### src/hdl/ast_pkg.sv
package ast_pkg;

    // Defaults for the top-level parameters
    localparam int CAPACITY_DEF   = 64;
    localparam int VALUE_BITS_DEF = 32;

    // Fixed field widths
    localparam int KIND_BITS      = 2;
    localparam int ITEM_BITS      = 32;
    localparam int COUNT_OUT_BITS = 7;
    localparam int RES_DATA_BITS  = 16;

    // Operation codes (the unused code behaves as a check)
    localparam logic [KIND_BITS-1:0] KIND_INSERT = 2'd0;
    localparam logic [KIND_BITS-1:0] KIND_REMOVE = 2'd1;
    localparam logic [KIND_BITS-1:0] KIND_CHECK  = 2'd2;

    // Sequencer states
    typedef enum logic [2:0] {
        ST_IDLE,
        ST_RD,
        ST_CMP,
        ST_DECIDE,
        ST_SH_RD,
        ST_SH_WR,
        ST_DONE
    } t_state;

    // Result of one request
    typedef struct packed {
        logic                      was_present;
        logic                      dropped_full;
        logic [COUNT_OUT_BITS-1:0] member_count;
    } t_result;

endpackage

### src/hdl/ast_store.sv
module ast_store #(
    parameter int CAPACITY   = 64,
    parameter int VALUE_BITS = 32,
    parameter int IDX_W      = 6
) (
    input  logic                  i_clk,
    input  logic                  i_we,
    input  logic [IDX_W-1:0]      i_waddr,
    input  logic [VALUE_BITS-1:0] i_wdata,
    input  logic [IDX_W-1:0]      i_raddr,
    output logic [VALUE_BITS-1:0] o_rdata
);

    // Entry array, no reset: only entries below the fill count are read
    logic [VALUE_BITS-1:0] r_mem [CAPACITY];
    logic [VALUE_BITS-1:0] r_rdata;

    // One write port
    always_ff @(posedge i_clk) begin
        if (i_we) begin
            r_mem[i_waddr] <= i_wdata;
        end
    end

    // One registered read port
    always_ff @(posedge i_clk) begin
        r_rdata <= r_mem[i_raddr];
    end

    assign o_rdata = r_rdata;

endmodule

### src/hdl/ast_ctrl.sv
module ast_ctrl #(
    parameter int CAPACITY   = 64,
    parameter int VALUE_BITS = 32,
    parameter int IDX_W      = 6,
    parameter int CNT_W      = 7
) (
    input  logic                          i_clk,
    input  logic                          i_rst_n,
    // request side
    input  logic                          i_req_valid,
    output logic                          o_req_ready,
    input  logic [ast_pkg::KIND_BITS-1:0] i_kind,
    input  logic [ast_pkg::ITEM_BITS-1:0] i_item_value,
    // result side
    output logic                          o_done,
    input  logic                          i_take,
    output ast_pkg::t_result              o_result,
    // entry memory
    output logic                          o_mem_we,
    output logic [IDX_W-1:0]              o_mem_waddr,
    output logic [VALUE_BITS-1:0]         o_mem_wdata,
    output logic [IDX_W-1:0]              o_mem_raddr,
    input  logic [VALUE_BITS-1:0]         i_mem_rdata
);
    import ast_pkg::*;

    localparam int CMP_W = CNT_W + 1;
    localparam int EXT_W = ITEM_BITS + VALUE_BITS;

    t_state                r_state, n_state;
    logic [IDX_W-1:0]      r_idx, n_idx;
    logic [CNT_W-1:0]      r_used, n_used;
    logic [KIND_BITS-1:0]  r_kind, n_kind;
    logic [VALUE_BITS-1:0] r_value, n_value;
    logic                  r_found, n_found;
    logic                  r_dropped, n_dropped;

    logic                  accept;
    logic                  match;
    logic [EXT_W-1:0]      item_ext;
    logic [CMP_W-1:0]      used_w, idx_p1, idx_p2;
    logic [IDX_W-1:0]      idx_inc;
    logic                  has_room;
    logic                  do_insert, do_remove;
    logic [CNT_W+COUNT_OUT_BITS-1:0] count_ext;

    // Value masked to the stored width
    assign item_ext = {{VALUE_BITS{1'b0}}, i_item_value};
    assign accept   = i_req_valid && o_req_ready;

    // Shared compare unit and index arithmetic
    assign match    = (i_mem_rdata == r_value);
    assign used_w   = CMP_W'(r_used);
    assign idx_p1   = CMP_W'(r_idx) + CMP_W'(1);
    assign idx_p2   = CMP_W'(r_idx) + CMP_W'(2);
    assign idx_inc  = IDX_W'(idx_p1);
    assign has_room = used_w < CMP_W'(CAPACITY);

    assign do_insert = (r_kind == KIND_INSERT) && !r_found;
    assign do_remove = (r_kind == KIND_REMOVE) && r_found;

    // Next state
    always_comb begin
        n_state = r_state;
        unique case (r_state)
            ST_IDLE: begin
                if (accept) begin
                    n_state = (r_used == '0) ? ST_DECIDE : ST_RD;
                end
            end
            ST_RD: begin
                n_state = ST_CMP;
            end
            ST_CMP: begin
                if (match || idx_p1 == used_w) begin
                    n_state = ST_DECIDE;
                end else begin
                    n_state = ST_RD;
                end
            end
            ST_DECIDE: begin
                if (do_remove && idx_p1 < used_w) begin
                    n_state = ST_SH_RD;
                end else begin
                    n_state = ST_DONE;
                end
            end
            ST_SH_RD: begin
                n_state = ST_SH_WR;
            end
            ST_SH_WR: begin
                n_state = (idx_p2 < used_w) ? ST_SH_RD : ST_DONE;
            end
            ST_DONE: begin
                if (i_take) begin
                    n_state = ST_IDLE;
                end
            end
            default: begin
                n_state = ST_IDLE;
            end
        endcase
    end

    // Datapath next values
    always_comb begin
        n_idx     = r_idx;
        n_used    = r_used;
        n_kind    = r_kind;
        n_value   = r_value;
        n_found   = r_found;
        n_dropped = r_dropped;
        unique case (r_state)
            ST_IDLE: begin
                if (accept) begin
                    n_kind    = i_kind;
                    n_value   = item_ext[VALUE_BITS-1:0];
                    n_idx     = '0;
                    n_found   = 1'b0;
                    n_dropped = 1'b0;
                end
            end
            ST_CMP: begin
                if (match) begin
                    n_found = 1'b1;
                end else if (idx_p1 != used_w) begin
                    n_idx = idx_inc;
                end
            end
            ST_DECIDE: begin
                if (do_insert) begin
                    if (has_room) begin
                        n_used = r_used + CNT_W'(1);
                    end else begin
                        n_dropped = 1'b1;
                    end
                end else if (do_remove && !(idx_p1 < used_w)) begin
                    n_used = r_used - CNT_W'(1);
                end
            end
            ST_SH_WR: begin
                n_idx = idx_inc;
                if (!(idx_p2 < used_w)) begin
                    n_used = r_used - CNT_W'(1);
                end
            end
            default: begin
            end
        endcase
    end

    // Outputs of the sequencer
    always_comb begin
        o_req_ready = 1'b0;
        o_done      = 1'b0;
        o_mem_we    = 1'b0;
        o_mem_waddr = r_idx;
        o_mem_wdata = i_mem_rdata;
        o_mem_raddr = r_idx;
        unique case (r_state)
            ST_IDLE: begin
                o_req_ready = 1'b1;
            end
            ST_DECIDE: begin
                if (do_insert && has_room) begin
                    o_mem_we    = 1'b1;
                    o_mem_waddr = r_used[IDX_W-1:0];
                    o_mem_wdata = r_value;
                end
            end
            ST_SH_RD: begin
                o_mem_raddr = idx_inc;
            end
            ST_SH_WR: begin
                o_mem_we = 1'b1;
            end
            ST_DONE: begin
                o_done = 1'b1;
            end
            default: begin
            end
        endcase
    end

    // Result fields; the count shows its low bits only
    assign count_ext = {{COUNT_OUT_BITS{1'b0}}, r_used};
    assign o_result.was_present  = r_found;
    assign o_result.dropped_full = r_dropped;
    assign o_result.member_count = count_ext[COUNT_OUT_BITS-1:0];

    // Control registers
    always_ff @(posedge i_clk) begin
        if (!i_rst_n) begin
            r_state <= ST_IDLE;
            r_used  <= '0;
        end else begin
            r_state <= n_state;
            r_used  <= n_used;
        end
    end

    // Working registers
    always_ff @(posedge i_clk) begin
        r_idx     <= n_idx;
        r_kind    <= n_kind;
        r_value   <= n_value;
        r_found   <= n_found;
        r_dropped <= n_dropped;
    end

    // Fill count never passes the capacity
    a_used_bound: assert property (@(posedge i_clk) disable iff (!i_rst_n)
        CMP_W'(r_used) <= CMP_W'(CAPACITY))
        else $error("fill count above capacity");

    // A drop only happens on an insert into a full set
    a_drop_full: assert property (@(posedge i_clk) disable iff (!i_rst_n)
        (r_state == ST_DONE && r_dropped) |->
            (r_kind == KIND_INSERT && CMP_W'(r_used) == CMP_W'(CAPACITY) && !r_found))
        else $error("drop without a full set");

    // Compaction runs only for a remove that found its value
    a_shift_remove: assert property (@(posedge i_clk) disable iff (!i_rst_n)
        (r_state == ST_SH_RD || r_state == ST_SH_WR) |-> (r_kind == KIND_REMOVE && r_found))
        else $error("shift outside a remove");

    // Count moves by at most one per request and only before the result
    a_used_step: assert property (@(posedge i_clk) disable iff (!i_rst_n)
        (r_state == ST_IDLE || r_state == ST_DONE) |=> $stable(r_used))
        else $error("count changed outside the work phase");

    // Shifting stays within the filled entries
    a_shift_range: assert property (@(posedge i_clk) disable iff (!i_rst_n)
        (r_state == ST_SH_WR) |-> (idx_p1 < used_w))
        else $error("shift past the last entry");

endmodule

### src/hdl/array_set_table.sv
// Sequence: each entry searched takes a read state, then a compare state; a decide state follows,
// then a read and a write state for each entry moved down on a remove, and a done state hands
// over the result.
// Throughput: one request at a time, the next taken once the result is handed over; the entry
// memory's single read port and one comparator set the pace. A stalled output holds the handover.
// Reset (synchronous, active low) empties the set; entry contents are not cleared.
module array_set_table #(
    parameter int CAPACITY   = ast_pkg::CAPACITY_DEF,
    parameter int VALUE_BITS = ast_pkg::VALUE_BITS_DEF
) (
    input  logic                              i_clk,
    input  logic                              i_rst_n,
    // request stream
    input  logic                              s_axis_tvalid,
    output logic                              s_axis_tready,
    input  logic [ast_pkg::ITEM_BITS-1:0]     s_axis_tdata,  // [31:0] item_value
    input  logic [ast_pkg::KIND_BITS-1:0]     s_axis_tuser,  // [1:0] kind
    // result stream
    output logic                              m_axis_tvalid,
    input  logic                              m_axis_tready,
    output logic [ast_pkg::RES_DATA_BITS-1:0] m_axis_tdata   // [0] was_present,
                                                             // [1] dropped_full,
                                                             // [8:2] member_count
);
    import ast_pkg::*;

    localparam int IDX_W = (CAPACITY > 1) ? $clog2(CAPACITY) : 1;
    localparam int CNT_W = $clog2(CAPACITY + 1);
    localparam int PAD_W = RES_DATA_BITS - COUNT_OUT_BITS - 2;

    logic                  mem_we;
    logic [IDX_W-1:0]      mem_waddr;
    logic [VALUE_BITS-1:0] mem_wdata;
    logic [IDX_W-1:0]      mem_raddr;
    logic [VALUE_BITS-1:0] mem_rdata;

    logic                  done;
    logic                  out_free;
    t_result               result;

    logic                  r_m_valid;
    t_result               r_m_result;

    ast_ctrl #(
        .CAPACITY   (CAPACITY),
        .VALUE_BITS (VALUE_BITS),
        .IDX_W      (IDX_W),
        .CNT_W      (CNT_W)
    ) u_ctrl (
        .i_clk        (i_clk),
        .i_rst_n      (i_rst_n),
        .i_req_valid  (s_axis_tvalid),
        .o_req_ready  (s_axis_tready),
        .i_kind       (s_axis_tuser),
        .i_item_value (s_axis_tdata),
        .o_done       (done),
        .i_take       (out_free),
        .o_result     (result),
        .o_mem_we     (mem_we),
        .o_mem_waddr  (mem_waddr),
        .o_mem_wdata  (mem_wdata),
        .o_mem_raddr  (mem_raddr),
        .i_mem_rdata  (mem_rdata)
    );

    ast_store #(
        .CAPACITY   (CAPACITY),
        .VALUE_BITS (VALUE_BITS),
        .IDX_W      (IDX_W)
    ) u_store (
        .i_clk   (i_clk),
        .i_we    (mem_we),
        .i_waddr (mem_waddr),
        .i_wdata (mem_wdata),
        .i_raddr (mem_raddr),
        .o_rdata (mem_rdata)
    );

    // Output register: free when empty or being drained this cycle
    assign out_free = !r_m_valid || m_axis_tready;

    always_ff @(posedge i_clk) begin
        if (!i_rst_n) begin
            r_m_valid <= 1'b0;
        end else if (out_free) begin
            r_m_valid <= done;
        end
    end

    always_ff @(posedge i_clk) begin
        if (done && out_free) begin
            r_m_result <= result;
        end
    end

    assign m_axis_tvalid = r_m_valid;
    assign m_axis_tdata  = {{PAD_W{1'b0}}, r_m_result.member_count,
                            r_m_result.dropped_full, r_m_result.was_present};

    // A waiting result is held until taken
    a_out_hold: assert property (@(posedge i_clk) disable iff (!i_rst_n)
        (m_axis_tvalid && !m_axis_tready) |=> (m_axis_tvalid && $stable(m_axis_tdata)))
        else $error("result changed while stalled");

    // Only one request in flight: no new request while a result is being built
    a_one_inflight: assert property (@(posedge i_clk) disable iff (!i_rst_n)
        (s_axis_tvalid && s_axis_tready) |=> !s_axis_tready)
        else $error("second request accepted during work");

    // A result never lands in a full output register
    a_no_overwrite: assert property (@(posedge i_clk) disable iff (!i_rst_n)
        (done && out_free) |=> m_axis_tvalid)
        else $error("result lost");

endmodule

### config.mk
export PLATFORM = sky130hd
export DESIGN_NAME = array_set_table
export DESIGN_NICKNAME = d
export VERILOG_FILES = /design/src/hdl/ast_pkg.sv /design/src/hdl/ast_store.sv /design/src/hdl/ast_ctrl.sv /design/src/hdl/array_set_table.sv
export SDC_FILE = /design/constraint.sdc
export NUM_CORES = 2
export LEC_CHECK = 0
export BUFFER_PORTS_ARGS = -buffer_cell sky130_fd_sc_hd__buf_2
export CORE_UTILIZATION = 47
export CTS_CLUSTER_SIZE = 30
export DETAILED_ROUTE_END_ITERATION = 8
export GPL_TIMING_DRIVEN = 0
export SYNTH_ARGS = -nofsm -noshare
export SYNTH_HDL_FRONTEND = slang
export SYNTH_HIERARCHICAL = 1
export SYNTH_SLANG_ARGS = --single-unit
### constraint.sdc
create_clock -name i_clk -period 14 [get_ports i_clk]
set_input_delay 1.4 -clock i_clk [delete_from_list [all_inputs] [get_ports i_clk]]
set_output_delay 1.4 -clock i_clk [all_outputs]
set_load 0.02 [all_outputs]
==> qor.yml <==
min_path:
  hp-start: "m_axis_tvalid$_SDFFE_PN0P_"
  hold-path-cell-count: 2
  holdPathEnd: "m_axis_tvalid$_SDFFE_PN0P_"
  hold_class: "reg -> reg"
drt:
  drc_errors: 0
  firstDrtPassIters: 6
  antenna_left: 0
  wl_mm: 256
  wl_per_cell_um: 39.1
  num_vias: 42873
  via_per_inst: 6.56
  drt_iter0_markers: 6385
sta:
  slew_violations: 22
  period_needed_ps: 6120
  hold_violations: 0
  setup_viol: 0
  finalSetupTns_ps: 0
  max_freq_ghz: 0.164
  rsz0062_at_grt: "no"
  period_share_pct: 43.7
  skew_ps: 43.7
  holdWs_ps: 511
  max_slew.worst_pin.slew_ps: 1540
  slew_headroom_pct: -2.77
clock_tree:
  cts_root_buf: "clkbuf_16"
  cts_sinks: 2142
  numCtsBuffers: 212
  clk_pin_slew_worst_paths_ps: 60
  cts_tree: "yes"
  clock_latency_ps: 850
  cts_resized: 0
  hold_buffers: 0
  cts_buffer_depth: 3
  htree_levels: 4
  post-cts-setup-buffers: 0
finish:
  layout_common_cells: "2099 x edfxtp_1, 544 x mux4_2, 216 x clkbuf_16"
  drive_gt1_share_pct: 28.7
  final_util_pct: 54.5
  regArea_mm2: 0.0639
  syn_to_final_growth_pct: 15.2
  final_common_cell: "edfxtp_1"
  multi_input_comb_area_mm2: 0.0179
  fillers: 13066
  nets: 4087
logic_synthesis:
  synth_area_per_cell_um2: 22.5
  synth_top_family_by_area: "multiplexers"
  ys_seq_area_share_pct: 77.6
  syn_area_mm2: 0.0823
  ys_seq_elements: 2142
  synth_fa_ha_area_share_pct: 0.289
  synth-compound-area-share_pct: 1.97
  syn_inst: 3660
  synth_warnings: 6
  synth_mux_area_share_pct: 16.6
  synth-edff-count: 2099
  synth_ff_type: "edfxtp_1"
  ys_async_sr_fraction_pct: 0
  yosys.area_share.simple_pct: 1.80
  yosys.area_share.xor_xnor_pct: 0.479
  synth.distinct_cells: 64
die:
  initial_core_util_pct: 47.3
  die_w_um: 421
  rows: 153
  io_pins: 56
  coreArea_mm2: 0.174
  die-area_mm2: 0.177
  die_height_um: 421
grt:
  grt_pass1_vias: 41017
  grt_pass1_wl_mm: 345
  antenna_found_initial: 14
  grt_usage_pct: 29.3
  grt_max_degree: 65
  grt_overflow: 0
run:
  cap_violations: 2
placement:
  dp_hpwl_mm: 166
  portBuffers: 48
  place_congestion: 0.911
setup_path:
  r2r_setup_slack_ps: 7880
  crit_arrival_ps: 6790
  critPathMostFrequentCell: "buf_2"
  reg2reg_to: "u_store/o_rdata[17]$_DFF_P_"
  cpPeakStageDelay_ps: 1150
  end_kind: "flip-flop"
  reg2regPathDepth: 10
  crit_required_ps: 14670
  crit_slowest_cell: "clkbuf_1"
  crit_path_start_kind: "flip-flop"
  crit_family: "buffers and inverters"
  path_class: "reg -> reg"
  path_buf_inv: 5
  crit_chain: "buf_2, nor3b_1, nand3_1, xnor2_1, buf_2, buf_2, clkbuf_1, clkbuf_1, a311oi_1, nor3_1"
  r2r_start: "u_ctrl/r_state[0]$_SDFFE_PN0P_"
  worstPathMaxFanout: 10
status:
  status: "finished with violations"
  violations: "capacitance limit, slew limit"
power_and_ir_drop:
  peakVddDrop_v: 0.000205
  p_per_area_mw_per_mm2: 223
  power.leakage_nw: 29.3
-- per-layer routing --
layer | wire (um) | global-route usage (%) | share of wire [%] | up-vias
met3 | 28700 | 7.16 | 11 | 610
met1 | 96300 | 40.2 | 38 | 23159
met5 | 23 | 0 | 0.0090 | -
li1 | - | - | - | 16233
met4 | 15900 | 15.2 | 6.2 | 4
met2 | 115000 | 43.6 | 45 | 2867
-- worst register-to-register path: cells and delay by family, from the launching register on --
kind / cells / cell delay, ps
buffers and inverters: 5 / 2850
AO/OA/AOI/OAI: 1 / 230
flip-flops: 1 / 370
XOR/XNOR: 1 / 1020
AND/OR/NAND/NOR: 3 / 1480
-- worst max path at each step --
stage / startpoint / end / cells past startpoint
after floorplan: u_ctrl/r_kind[0]$_DFFE_PP_ / u_store/r_mem[49][0]$_DFFE_PP_ / 8
after global placement: u_ctrl/r_kind[0]$_DFFE_PP_ / u_store/r_mem[49][3]$_DFFE_PP_ / 8
after detailed placement: u_ctrl/r_state[0]$_SDFFE_PN0P_ / u_store/o_rdata[18]$_DFF_P_ / 10
after CTS: u_ctrl/r_state[0]$_SDFFE_PN0P_ / u_store/o_rdata[18]$_DFF_P_ / 10
after global routing: u_ctrl/r_state[0]$_SDFFE_PN0P_ / u_store/o_rdata[17]$_DFF_P_ / 10
final: u_ctrl/r_state[0]$_SDFFE_PN0P_ / u_store/o_rdata[17]$_DFF_P_ / 10
-- sequential cells by signal (all words and copies together) (netlist names) --
register,flops
u_store/o_rdata,32
u_ctrl/r_kind,2
u_ctrl/r_used,7
u_ctrl/r_value,32
u_store/r_mem,2048
u_ctrl/r_state,3
u_ctrl/r_found,1
m_axis_tdata,9
m_axis_tvalid,1
u_ctrl/r_dropped,1
u_ctrl/r_idx,6
-- synth_stat cells (all sizes together), types with 4 or more instances --
cell type	number	area, um2
nor3	14	81.3
nor2b	18	113
and2	5	33.8
inv	15	56.3
or2	5	31.3
nand3	13	65.1
clkbuf	78	293
xor2	5	43.8
edfxtp	2099	63000
o22ai	84	526
nand3b	8	72.6
nor2	148	558
o221ai	27	236
a41o	4	40.0
buf	126	729
or3b	5	43.8
nor4	4	25.0
dfxtp	43	861
a21oi	79	414
mux4	544	12300
ha	19	238
and3	4	25.0
mux2i	98	981
xnor2	40	350
or3	4	30.0
a22oi	12	90.1
nand2	50	188
o21a	6	45.0
a31oi	4	25.0
mux2	36	405
a311oi	8	70.1
nand2b	11	76.3
nand4	11	68.8
o32ai	4	35.0
o21ai	8	40.0
-- cell type report --
type	count	share of cell area, %
Clock buffer	291	6.10
Multi-Input combinational cell	1305	18.9
Inverter	15	0.0593
Sequential cell	2142	67.3
Timing Repair Buffer	150	2.49
Antenna cell	2	0.00528
Tap cell	2325	3.07
Clock inverter	101	0.946
Buffer	204	1.08
-- cell families after synthesis --
family	count (synthesis)
XOR/XNOR	45
adder cells (fa/ha/maj)	19
AO/OA/AOI/OAI	248
AND/OR/NAND/NOR	308
multiplexers	678
flip-flops	2142
buffers and inverters	219
other	1
-- stage by stage --
stage / std cells / worst slack [ps] / area, um2 / total power, mW
after detailed placement: 6140 / 8270 / 88100 / 15.6
final: 6535 / 7880 / 94900 / 21.1
after global placement: 6039 / 5080 / 85500 / 15.4
after global routing: 6534 / 7880 / 94900 / 21.6
after CTS: 6532 / 8220 / 94800 / 21.1
after floorplan: 3666 / 9290 / 82400 / 12.4
-- where the power goes --
part           total (mW)  switching, mW  internal (mW)
Combinational        7.38           4.94           2.44
Sequential           8.23          0.108           8.12
Clock                5.50           2.41           3.09
(Power assumes the default switching activity.)
